[src/hw/rtl/dvgcj_pkg.sv]
// ============================================================================
// dvgcj_pkg
// Types, widths and helpers shared by the decay vertex geometric
// constraint jacobian pipeline.
// ============================================================================
package dvgcj_pkg;

    localparam int NUM_AXES    = 3;
    localparam int MAG_W       = 32;                 // |p| in Q16.16, unsigned
    localparam int QFRAC       = 16;
    localparam int DERIV_SHIFT = 15;

    // pipelined divider shapes
    localparam int QDIV_DVD_W = MAG_W + QFRAC;       // |p_j| << 16
    localparam int QDIV_QUO_W = QFRAC + 1;           // |q_j| <= 2^16
    localparam int RDIV_DVD_W = 2 * MAG_W - 1;       // |tau * p_i| <= 2^62
    localparam int DDIV_DVD_W = 2 * MAG_W - DERIV_SHIFT + 1; // |tau * w| >> 15
    localparam int DIV_QUO_W  = 32;

    localparam int SQRT_LAT = MAG_W;
    localparam int QDIV_LAT = QDIV_QUO_W + 1;
    localparam int DIV_LAT  = DIV_QUO_W + 1;

    localparam logic signed [31:0] SAT_MAX = 32'sh7FFF_FFFF;
    localparam logic signed [31:0] SAT_MIN = 32'sh8000_0000;

    typedef enum logic [1:0] {
        AXIS_X,
        AXIS_Y,
        AXIS_Z
    } t_axis;

    typedef struct packed {
        logic signed [31:0] mother_x;
        logic signed [31:0] mother_y;
        logic signed [31:0] mother_z;
        logic signed [31:0] vertex_x;
        logic signed [31:0] vertex_y;
        logic signed [31:0] vertex_z;
        logic signed [31:0] mom_x;
        logic signed [31:0] mom_y;
        logic signed [31:0] mom_z;
        logic signed [31:0] decay_length;
    } t_item;

    typedef struct packed {
        t_axis              axis;
        logic signed [31:0] residual;
        logic signed [31:0] deriv_px;
        logic signed [31:0] deriv_py;
        logic signed [31:0] deriv_pz;
        logic signed [31:0] deriv_tau;
        logic               zero_momentum;
        logic               last;
    } t_row;

    // per-row context that travels beside the arithmetic
    typedef struct packed {
        logic signed [32:0]           diff;     // mother - vertex on this axis
        logic signed [31:0]           tau;
        logic [RDIV_DVD_W-1:0]        tp_abs;   // |tau * p_axis|
        logic                         tp_neg;
        logic [NUM_AXES-1:0][MAG_W-1:0] p_abs;
        logic [NUM_AXES-1:0]          p_neg;
        logic [MAG_W-1:0]             mag;
        logic signed [QDIV_QUO_W:0]   qa;       // q of this axis
        logic [NUM_AXES-1:0]          d_neg;    // sign of tau * w per column
        logic                         zero;
        t_axis                        axis;
        logic                         last;
    } t_side;

    // signed, saturated value of a magnitude quotient
    function automatic logic signed [31:0] f_sat_quo(
        input logic [DIV_QUO_W-1:0] quo,
        input logic                 ovf,
        input logic                 neg
    );
        logic signed [DIV_QUO_W:0] v;
        v = neg ? -$signed({1'b0, quo}) : $signed({1'b0, quo});
        priority if (ovf) begin
            f_sat_quo = neg ? SAT_MIN : SAT_MAX;
        end else if (v > 33'sd2147483647) begin
            f_sat_quo = SAT_MAX;
        end else if (v < -33'sd2147483648) begin
            f_sat_quo = SAT_MIN;
        end else begin
            f_sat_quo = 32'(v);
        end
    endfunction

endpackage

[src/hw/rtl/dvgcj_div.sv]
// ============================================================================
// dvgcj_div
// Pipelined unsigned restoring divider, one quotient bit per stage, with
// an up-front check for quotients that do not fit.
// ============================================================================
module dvgcj_div #(
    parameter int DIVD_W = 48,
    parameter int QUO_W  = 32
) (
    input  logic                         i_clk,
    input  logic                         i_en,
    input  logic [DIVD_W-1:0]            i_dividend,
    input  logic [dvgcj_pkg::MAG_W-1:0]  i_divisor,
    output logic [QUO_W-1:0]             o_quo,
    output logic                         o_ovf
);

    localparam int RW = dvgcj_pkg::MAG_W;

    logic [RW-1:0]    r_rem [QUO_W+1];
    logic [QUO_W-1:0] r_x   [QUO_W+1];  // dividend bits shift out, quotient bits in
    logic [RW-1:0]    r_d   [QUO_W];
    logic             r_ovf [QUO_W+1];
    logic [DIVD_W-1:0] w_hi;

    assign w_hi = i_dividend >> QUO_W;

    always_ff @(posedge i_clk) begin
        if (i_en) begin
            r_rem[0] <= RW'(w_hi);
            r_x[0]   <= i_dividend[QUO_W-1:0];
            r_d[0]   <= i_divisor;
            r_ovf[0] <= w_hi >= DIVD_W'(i_divisor);
        end
    end

    for (genvar k = 1; k <= QUO_W; k++) begin : g_stage
        logic [RW:0] w_t;
        logic        w_ge;

        assign w_t  = {r_rem[k-1], r_x[k-1][QUO_W-1]};
        assign w_ge = w_t >= {1'b0, r_d[k-1]};

        always_ff @(posedge i_clk) begin
            if (i_en) begin
                r_rem[k] <= w_ge ? RW'(w_t - {1'b0, r_d[k-1]}) : RW'(w_t);
                r_x[k]   <= {r_x[k-1][QUO_W-2:0], w_ge};
                r_ovf[k] <= r_ovf[k-1];
            end
        end

        if (k < QUO_W) begin : g_carry
            always_ff @(posedge i_clk) begin
                if (i_en) begin
                    r_d[k] <= r_d[k-1];
                end
            end
        end
    end

    assign o_quo = r_x[QUO_W];
    assign o_ovf = r_ovf[QUO_W];

endmodule

[config.mk]
export PLATFORM = sky130hd
export DESIGN_NAME = dvgcj_div
export DESIGN_NICKNAME = d
export VERILOG_FILES = /design/src/hw/rtl/dvgcj_pkg.sv /design/src/hw/rtl/dvgcj_div.sv
export SDC_FILE = /design/constraint.sdc
export NUM_CORES = 2
export LEC_CHECK = 0
export BUFFER_PORTS_ARGS = -buffer_cell sky130_fd_sc_hd__buf_2
export CAP_MARGIN = 20
export CELL_PAD_IN_SITES_DETAIL_PLACEMENT = 1
export CELL_PAD_IN_SITES_GLOBAL_PLACEMENT = 2
export CORE_AREA = 2 2 731 733
export CTS_CLUSTER_DIAMETER = 150
export DETAILED_ROUTE_END_ITERATION = 16
export DIE_AREA = 0 0 733 735
export HOLD_SLACK_MARGIN = 0.1
export PLACE_DENSITY = 0.55
export SYNTH_ARGS = -nofsm -noshare
export SYNTH_HDL_FRONTEND = slang
export SYNTH_SLANG_ARGS = --single-unit
[constraint.sdc]
create_clock -name i_clk -period 8 [get_ports i_clk]
set_clock_uncertainty 0.1 [all_clocks]
set_input_delay 0.8 -clock i_clk [delete_from_list [all_inputs] [get_ports i_clk]]
set_output_delay 0.8 -clock i_clk [all_outputs]
set_load 0.01 [all_outputs]
==> results.md <==
- Setup_tns: 0 ns
- CP Launch Point: r_rem[0][109]$_DFFE_PP_
- Outcome: finished, final reports clean
- Post-synth top area cell: edfxtp_1
- DP HPWL: 329 mm
- Drt initial violations: 5981
- Fillers: 56775
- Final hold violation count: 0
- Core area: 531000 sq um
- First-pass iteration count of the detailed router: 5
- PD cells: 407 nW/um^2
- Proportion of synthesized area in mux cells: 3.02%
- Die height: 735 microns
- DR vias: 101292
- Final ANT Viol Nets: 0
- Synth Area in Simple Gates: 7.99%
- Routed WL: 439 mm
- Pin count of the biggest net entering global routing: 178
- Cells after synthesis: 12996
- Grt total ovfl: 0
- CTS resizes: 0
- Vias in the first global route: 107302
- Power Total: 73.6 mW
- Hold Crit Class: in2reg
- Worst EP arrival: 5.58 ns
- Synth Area in Adders: 8.46%
- FFs w/ async S/R, synth: 0%
- I/O Pins: 115
- Path depth of the worst reg2reg path: 11
- DRC Markers: 0
- Initial core utilization: 29.9%
- GRT Total Usage: 15.9%
- Synth area leaders: edfxtp_1 (59%), ha_1 (8.1%), inv_1 (3.1%)
- Ys Warns: 0
- Initial antenna violation count: 8
- FP Rows: 268
- Syn Area/Cell: 12.2 sq um
- Crit Path Class: reg2reg
- Crit path to: r_rem[0][146]$_DFFE_PP_
- Number of flops mapped to enable cells by yosys: 3121
- Share of cells above drive strength 1: 8.73%
- Cts hold-fix bufs: 80
- Post-CTS Setup Inserts: 0
- Count leader, synth: edfxtp_1
- RSZ-0062 raised after global routing: false
- Max IR drop VDD: 0.198 mV
- # Max-Cap Violations: 0
- Final Cycle Share: 62.6%
- Sequential Area: 93700 sq um
- CP endpoint kind: flip-flop
- Slew Limit Fails: 0
- Top FF cell, synth: edfxtp_1
- Slew @ Worst Pin: 1.15 ns
- Max Clock Freq: 200 MHz
- Routability cong.: 0.830
- CTS tree: done
- Die X: 733 microns
- Max-Slew Margin vs Limit: 23.4%
- Synth cell types: 91
- Nets: 14469
- Pleak: 71.1 nW
- Worst R2R End: r_rem[0][146]$_DFFE_PP_
- Clock tree buffer depth: 4
- Post-synth top cells: edfxtp_1 (3121), inv_1 (1292), ha_1 (1025)
- CTS root buf: clkbuf_16
- Post-synthesis compound-gate area fraction: 13.2%
- Synth Area in XOR/XNOR: 4.36%
- Worst skew pair latency: 0.99 ns
- Clock Pin Slew Worst Setup and Hold Paths: 0.06 ns
- Htree depth: 5
- Worst Path Required: 8.57 ns
- Net Count, Synth: 14134
- FF-to-FF setup slack: 2.99 ns
- Vias per cell: 4.90
- Utilization after layout: 34.1%
- Multi-input gate area: 59200 sq um
- Synth top area share: 59.0%
- Largest family of logic cells by synthesized area: compound AO/OA/AOI/OAI gates
- Total CTS buffers: 379
- Crit-path max FO: 37
- Area Growth Syn to Fin: 14.0%
- Fin crit period: 5.01 ns
- Startpoint types: flip-flop
- RR Startpoint: r_rem[0][109]$_DFFE_PP_
- Endpoints failing setup: 0
- Sequential element share of the synthesized area: 59.0%
- Routed wire per std cell: 21.2 microns
- Port Buffers: 114
- Mapped Area: 159000 sq um
- TritonCTS Sinks: 3121
- First-pass GRT wire length: 671 mm
- Die Area: 539000 sq um
- Seq cells post-synth: 3121
-- cell type report --
class	count	share of cell area, %
timing repair buffer	269	1.20
clock buffer	453	5.42
antenna	3	0.00414
multi-input combinational	8268	32.7
tap	7020	4.85
sequential	3121	51.7
clock inverter	230	1.44
inverter	1292	2.68
-- cell families after synthesis --
family,count (synthesis)
AOI/OAI and AO/OA,3329
buffers and inverters,1607
adders and majority gates,1056
muxes,431
DFF,3121
xor gates and xnor gates,791
and+or+nand+nor,2661
-- worst max-delay path: stages (launching register included) --
cell      delay [ns]
edfxtp_1        0.39
ha_1            0.42
and4_1          0.28
nand3_1         0.18
or3_1           0.39
o32ai_1         0.69
o311ai_0        0.33
o211ai_1        0.35
or2_2           0.17
a311o_2         0.49
buf_4           0.49
mux2_2          0.39
-- routing by layer --
layer / global-route usage [%] / up-vias / routed length, microns
li1: - / 48794 / -
met1: 20.7 / 50831 / 198000
met2: 28.4 / 1106 / 219000
met3: 1.69 / 561 / 11600
met4: 3.70 / 0 / 10300
met5: 0 / - / 0
-- state kept, by name, summed over array words and instances, names as in the netlist --
name   flops
r_d     1024
r_ovf     33
r_rem   1008
r_x     1056
-- power breakdown --
part / switching, mW / internal, mW / leakage, nW / total (mW)
Combinational: 17.9 / 12.5 / 34.5 / 30.4
Sequential: 2.52 / 23.3 / 30.6 / 25.9
Clock: 7.21 / 10.2 / 6.01 / 17.4
-- how the worst min path moves through the flow --
stage	startpoint	to	depth (start not counted)
5_1_grt	i_en	r_x[0][3]$_DFFE_PP_	1
3_3_place_gp	r_x[0][419]$_DFFE_PP_	r_x[0][452]$_DFFE_PP_	0
4_1_cts	i_en	r_x[0][3]$_DFFE_PP_	1
6_report	i_en	r_x[0][3]$_DFFE_PP_	1
3_5_place_dp	r_x[0][416]$_DFFE_PP_	r_x[0][449]$_DFFE_PP_	0
2_1_floorplan	r_ovf[0][9]$_DFFE_PP_	r_ovf[0][10]$_DFFE_PP_	0
-- layout by cell type, fill, tap and decap left out, types with 57 or more instances in the layout --
cell / instances
dlygate4sd3_1: 80
xnor2_1: 468
o31ai_1: 65
a21o_1: 513
and3_1: 107
clkbuf_1: 71
nor2_1: 580
nand4_1: 171
inv_1: 1292
mux2_2: 356
o21bai_1: 123
nor2b_1: 155
a21oi_1: 895
o21a_1: 145
o211ai_1: 57
o21ai_0: 873
a31oi_1: 104
clkinv_1: 79
clkinv_2: 58
ha_1: 1025
buf_2: 113
xor2_1: 323
nand2_1: 917
a211oi_1: 107
edfxtp_1: 3121
nand3_1: 210
nand2b_1: 105
clkbuf_16: 382
nor3_1: 130
-- per-stage QoR --
step | setup WS [ns] | hold WS (ns) | std cells | instance area, sq um
final | 2.99 | 0.216 | 20656 | 181000
after global routing | 2.69 | 0.184 | 20655 | 181000
after CTS | 3.05 | 0.149 | 20651 | 181000
after detailed placement | 3.10 | 0.305 | 19888 | 168000
after global placement | 3.11 | 0.300 | 19887 | 168000
after floorplan | 4.27 | 0.300 | 12996 | 159000
No activity file was read; power rests on OpenSTA's default activity.
