--- src/hw/rtl/dvgcj_pkg.sv ---
// ============================================================================
// dvgcj_pkg
// Types, widths and helpers shared by the decay vertex geometric
// constraint jacobian pipeline.
// ============================================================================
package dvgcj_pkg;

    localparam int NUM_AXES    = 3;
    localparam int MAG_W       = 32;                 // |p| in Q16.16, unsigned
    localparam int QFRAC       = 16;
    localparam int DERIV_SHIFT = 15;

    // pipelined divider shapes
    localparam int QDIV_DVD_W = MAG_W + QFRAC;       // |p_j| << 16
    localparam int QDIV_QUO_W = QFRAC + 1;           // |q_j| <= 2^16
    localparam int RDIV_DVD_W = 2 * MAG_W - 1;       // |tau * p_i| <= 2^62
    localparam int DDIV_DVD_W = 2 * MAG_W - DERIV_SHIFT + 1; // |tau * w| >> 15
    localparam int DIV_QUO_W  = 32;

    localparam int SQRT_LAT = MAG_W;
    localparam int QDIV_LAT = QDIV_QUO_W + 1;
    localparam int DIV_LAT  = DIV_QUO_W + 1;

    localparam logic signed [31:0] SAT_MAX = 32'sh7FFF_FFFF;
    localparam logic signed [31:0] SAT_MIN = 32'sh8000_0000;

    typedef enum logic [1:0] {
        AXIS_X,
        AXIS_Y,
        AXIS_Z
    } t_axis;

    typedef struct packed {
        logic signed [31:0] mother_x;
        logic signed [31:0] mother_y;
        logic signed [31:0] mother_z;
        logic signed [31:0] vertex_x;
        logic signed [31:0] vertex_y;
        logic signed [31:0] vertex_z;
        logic signed [31:0] mom_x;
        logic signed [31:0] mom_y;
        logic signed [31:0] mom_z;
        logic signed [31:0] decay_length;
    } t_item;

    typedef struct packed {
        t_axis              axis;
        logic signed [31:0] residual;
        logic signed [31:0] deriv_px;
        logic signed [31:0] deriv_py;
        logic signed [31:0] deriv_pz;
        logic signed [31:0] deriv_tau;
        logic               zero_momentum;
        logic               last;
    } t_row;

    // per-row context that travels beside the arithmetic
    typedef struct packed {
        logic signed [32:0]           diff;     // mother - vertex on this axis
        logic signed [31:0]           tau;
        logic [RDIV_DVD_W-1:0]        tp_abs;   // |tau * p_axis|
        logic                         tp_neg;
        logic [NUM_AXES-1:0][MAG_W-1:0] p_abs;
        logic [NUM_AXES-1:0]          p_neg;
        logic [MAG_W-1:0]             mag;
        logic signed [QDIV_QUO_W:0]   qa;       // q of this axis
        logic [NUM_AXES-1:0]          d_neg;    // sign of tau * w per column
        logic                         zero;
        t_axis                        axis;
        logic                         last;
    } t_side;

    // signed, saturated value of a magnitude quotient
    function automatic logic signed [31:0] f_sat_quo(
        input logic [DIV_QUO_W-1:0] quo,
        input logic                 ovf,
        input logic                 neg
    );
        logic signed [DIV_QUO_W:0] v;
        v = neg ? -$signed({1'b0, quo}) : $signed({1'b0, quo});
        priority if (ovf) begin
            f_sat_quo = neg ? SAT_MIN : SAT_MAX;
        end else if (v > 33'sd2147483647) begin
            f_sat_quo = SAT_MAX;
        end else if (v < -33'sd2147483648) begin
            f_sat_quo = SAT_MIN;
        end else begin
            f_sat_quo = 32'(v);
        end
    endfunction

endpackage

--- src/hw/rtl/dvgcj_sqrt.sv ---
// ============================================================================
// dvgcj_sqrt
// Pipelined integer square root, one result bit per register stage.
// ============================================================================
module dvgcj_sqrt (
    input  logic                                i_clk,
    input  logic                                i_en,
    input  logic [2*dvgcj_pkg::MAG_W-1:0]       i_s,
    output logic [dvgcj_pkg::MAG_W-1:0]         o_root
);

    localparam int RW     = dvgcj_pkg::MAG_W;
    localparam int SW     = 2 * RW;
    localparam int REM_W  = RW + 2;
    localparam int STAGES = RW;

    logic [REM_W-1:0] r_rem  [STAGES];
    logic [RW-1:0]    r_root [STAGES];
    logic [SW-1:0]    r_s    [STAGES];

    for (genvar k = 0; k < STAGES; k++) begin : g_stage
        logic [REM_W-1:0] w_rem_in;
        logic [RW-1:0]    w_root_in;
        logic [SW-1:0]    w_s_in;
        logic [REM_W+1:0] w_t;
        logic [REM_W+1:0] w_trial;
        logic             w_ge;

        if (k == 0) begin : g_first
            assign w_rem_in  = '0;
            assign w_root_in = '0;
            assign w_s_in    = i_s;
        end else begin : g_next
            assign w_rem_in  = r_rem[k-1];
            assign w_root_in = r_root[k-1];
            assign w_s_in    = r_s[k-1];
        end

        assign w_t     = {w_rem_in, w_s_in[SW-1 -: 2]};
        assign w_trial = {2'b00, w_root_in, 2'b01};
        assign w_ge    = w_t >= w_trial;

        always_ff @(posedge i_clk) begin
            if (i_en) begin
                r_root[k] <= {w_root_in[RW-2:0], w_ge};
            end
        end

        if (k < STAGES - 1) begin : g_carry
            always_ff @(posedge i_clk) begin
                if (i_en) begin
                    r_rem[k] <= w_ge ? REM_W'(w_t - w_trial) : REM_W'(w_t);
                    r_s[k]   <= {w_s_in[SW-3:0], 2'b00};
                end
            end
        end
    end

    assign o_root = r_root[STAGES-1];

endmodule

--- config.mk ---
export PLATFORM = sky130hd
export DESIGN_NAME = dvgcj_sqrt
export DESIGN_NICKNAME = d
export VERILOG_FILES = /design/src/hw/rtl/dvgcj_pkg.sv /design/src/hw/rtl/dvgcj_sqrt.sv
export SDC_FILE = /design/constraint.sdc
export NUM_CORES = 2
export LEC_CHECK = 0
export BUFFER_PORTS_ARGS = -buffer_cell sky130_fd_sc_hd__buf_2
export CORE_UTILIZATION = 50
export CTS_CLUSTER_SIZE = 30
export DETAILED_ROUTE_END_ITERATION = 12
export PLACE_DENSITY = 0.63
export SLEW_MARGIN = 20
export SYNTH_ARGS = -nofsm -noshare
export SYNTH_HDL_FRONTEND = slang
export SYNTH_MEMORY_MAX_BITS = 65536
export SYNTH_SLANG_ARGS = --single-unit
--- constraint.sdc ---
create_clock -name i_clk -period 5.8 [get_ports i_clk]
set_clock_uncertainty 0.2 [all_clocks]
set_input_delay 0.29 -clock i_clk [delete_from_list [all_inputs] [get_ports i_clk]]
set_output_delay 0.29 -clock i_clk [all_outputs]
set_load 0.02 [all_outputs]
==> metrics.md <==
| Metric | Value |
|---|---|
| Pin count of the biggest net entering global routing | 164 |
| Sequential share of power | 46.8% |
| Adder-Cell Fraction of Synth Area | 5.97% |
| Drt pass-1 iters | 5 |
| Setup slack after layout | 1.49 ns |
| Internal power | 37.9 mW |
| Number of setup buffers added after CTS | 0 |
| Critical path class | reg2reg |
| Remaining Overflow, GRT | 0 |
| RePlAce Congestion | 0.887 |
| Vias | 71500 |
| GRT Total Usage | 20.4% |
| Synth Cell Area | 118000 sq um |
| Register Area | 75800 sq um |
| Mapped Cells | 9224 |
| CP required | 6.21 ns |
| PortBufs | 97 |
| Critical path arrival | 4.72 ns |
| Clk pwr share | 33.3% |
| Register-to-Register Setup Slack | 1.49 ns |
| Hold_buf cts | 130 |
| Synthesis-to-layout area growth | 12.6% |
| Total negative slack | 0 ns |
| Initial antenna violation count | 3 |
| Leak Pwr | 50.3 nW |
| Rows | 177 |
| Final HPWL DP | 174000 microns |
| Vias in the first global route | 69900 |
| Post-Syn Area per Cell | 12.8 sq um |
| Pwr Density | 396 nW/um^2 |
| CTS sink cnt | 2523 |
| Die height | 488 microns |
| Compound-cell area share of the yosys netlist | 10.0% |
| Initial Utilization | 50.5% |
| I/O pins | 98 |
| Largest family of logic cells by synthesized area | simple AND/OR/NAND/NOR gates |
| Die ar. | 238000 sq um |
| Fin crit period | 4.31 ns |
| Switch share | 28.0% |
| H-tree Lvls | 5 |
| Post-synthesis mux area share | 0.429% |
| Final hold vios | 0 |
| CORE AREA | 233000 sq um |
| CP startpoint kind | flip-flop |
| Vias per cell | 5.53 |
| Number of enable flip-flop cells after synthesis | 2523 |
| Worst slack, placed | 1.51 ns |
| XOR/XNOR share of the synthesized area | 6.24% |
| Reg clk slew, reported paths | 0.06 ns |
| Final cell count without fillers | 12900 |
| Total CTS buffers | 289 |
| Placed cells | 12300 |
| Slew at the pin closest to its max-slew limit | 1.10 ns |
| Status | finished, final reports clean |
| DR DRC count | 0 |
| CP Capture Type | flip-flop |
| Clock Latency Late Sink | 0.91 ns |
| Post-CTS sizing | 0 |
| Die X | 488 microns |
| Fmax | 232 MHz |
| RSZ-0062 raised after global routing | no |
| Initial drt markers | 5736 |
| Post-synth ARST share | 0% |
| Max-slew violation count | 0 |
| Routed wire length | 243000 microns |
| Sequential fraction of the synthesis area | 64.3% |
| Logic gate share of total power | 19.9% |
| Tot Pwr | 52.6 mW |
| Crit-path max FO | 15 |
| Final setup viols | 0 |
| FF+latch count, synth | 2523 |
| Psw | 14.7 mW |
| Mapped Nets | 9852 |
| Nets | 10200 |
| Root buf cell | clkbuf_16 |
| Multi-input gate area | 38700 sq um |
| Post-Place Cell Area | 122000 sq um |
| Worst min-delay path category | reg2reg |
| Synth unique cells | 85 |
| Crit share post-route | 74.4% |
| Max Cap Viol | 0 |
| ANT nets after route | 0 |
| CTS tree | yes |
| Max clock buf depth | 4 |
| VDD IR max | 280 uV |
| Primary FF master, synth | edfxtp_1 |
| Design Area, Final | 133000 sq um |
| Fillers | 19000 |
| Global-route wire length before repair | 383000 microns |
| Post-synthesis simple-gate area fraction | 10.1% |
| Max_slew headroom | 26.6% |
| WL/cell | 18.8 microns |
| Layout cells sized above 1 | 6.93% |
| Yosys warning count | 0 |
## cell type report
cell class | count | area share (%)
clock buffers | 339 | 5.67
clock inverters | 155 | 1.14
repair buffers | 288 | 1.88
inverters | 738 | 2.09
diodes | 3 | 0.00566
multi-input cells | 5769 | 29.2
well taps | 3132 | 2.95
flip-flops and latches | 2523 | 57.1
## synthesized netlist by cell type, drive strengths merged, types with 13 or more instances
| cell type | count | area (sq um) |
|---|---|---|
| a21boi | 24 | 191 |
| nand2 | 718 | 2700 |
| nand3b | 22 | 165 |
| o2111ai | 18 | 158 |
| nand4b | 19 | 166 |
| a31oi | 57 | 357 |
| nor3b | 24 | 180 |
| o21bai | 67 | 503 |
| xor2 | 425 | 3720 |
| clkbuf | 178 | 668 |
| a21o | 212 | 1590 |
| a21oi | 527 | 2640 |
| nor2b | 82 | 513 |
| nand3 | 143 | 716 |
| ha | 562 | 7030 |
| and4 | 14 | 123 |
| a211o | 21 | 184 |
| nand4 | 107 | 669 |
| nor3 | 234 | 1170 |
| nor4b | 20 | 175 |
| a2111oi | 17 | 149 |
| nand2b | 116 | 726 |
| o41ai | 13 | 114 |
| or3 | 95 | 594 |
| nor2 | 487 | 1830 |
| or2 | 48 | 300 |
| nor4 | 118 | 738 |
| or4 | 52 | 390 |
| o31ai | 76 | 571 |
| o21a | 99 | 743 |
| and2 | 29 | 181 |
| o211ai | 45 | 338 |
| edfxtp | 2523 | 75800 |
| inv | 737 | 2770 |
| buf | 16 | 72.6 |
| xnor2 | 415 | 3630 |
| o21ai | 572 | 2860 |
| a211oi | 52 | 390 |
| and3 | 63 | 394 |
| mux2 | 36 | 405 |
## per-stage QoR
step | utilization, % | hold WS [ns]
floorplan | - | 0.189
global placement | 52.4 | 0.200
detailed placement | 52.4 | 0.205
CTS | 56.8 | 0.187
global route | 56.8 | 0.189
finish | 56.8 | 0.177
## flip-flops by register name, indices dropped and copies added, names as in the netlist
register / flops
r_root: 528
r_s: 992
r_rem: 1003
## critical path: stages (launching register included)
cell and delay, ns:
edfxtp_1 0.41, or4_1 0.57, or4_1 0.44, or3_1 0.36, nor3_1 0.43, and4_1 0.58
inv_1 0.36, nand2_1 0.18, or3_1 0.26, nor3_1 0.09, xor2_1 0.14
## layout by cell type, fill, tap and decap left out, drive strengths merged, types with 21 or more instances in the layout
cell type and n:
edfxtp 2523, inv 745, nand2 718, o21ai 572, ha 562, a21oi 527, nor2 487, xor2 425
xnor2 415, clkbuf 339, nor3 234, a21o 212, buf 158, nand3 143, dlygate4sd3 130, nor4 118
nand2b 116, clkinv 108, nand4 107, o21a 99, or3 95, nor2b 82, o31ai 76, o21bai 67
and3 63, a31oi 57, or4 52, a211oi 52, or2 48, o211ai 45, mux2 36, and2 29
bufinv 28, nor3b 24, a21boi 24, nand3b 22, a211o 21
## final timing paths
kind                               start                endpoint  cells past startpoint
setup / recovery  r_rem[3][56]$_DFFE_PP_  r_rem[4][32]$_DFFE_PP_                     10
hold / removal     r_s[1][109]$_DFFE_PP_   r_s[1][173]$_DFFE_PP_                      0
setup reg to reg  r_rem[3][56]$_DFFE_PP_  r_rem[4][32]$_DFFE_PP_                     10
hold reg to reg    r_s[1][109]$_DFFE_PP_   r_s[1][173]$_DFFE_PP_                      0
## power by group through the flow
stage	Combinational [mW]	Clock (mW)	Sequential, mW
finish	10.5	17.5	24.6
global route	11.7	18.7	24.8
CTS	10.4	18.0	24.7
detailed placement	10.3	0	25.0
global placement	10.2	0	25.0
floorplan	7.68	0	24.2
## cell families after synthesis
family                     Yosys count
AOI/OAI and AO/OA                 1910
muxes                               46
buffers and inverters              932
and+or+nand+nor                   2410
xor gates and xnor gates           840
adders and majority gates          562
DFF                               2523
other                                1
## per-layer routing
| metal | share of wire, % | up-vias | GRT usage, % |
|---|---|---|---|
| li1 | - | 34900 | - |
| met1 | 43 | 34500 | 26.6 |
| met2 | 49 | 1605 | 34.9 |
| met3 | 4.1 | 496 | 2.65 |
| met4 | 3.3 | 0 | 6.96 |
| met5 | 0 | - | 0 |
Power figures use the tool's default switching activity.
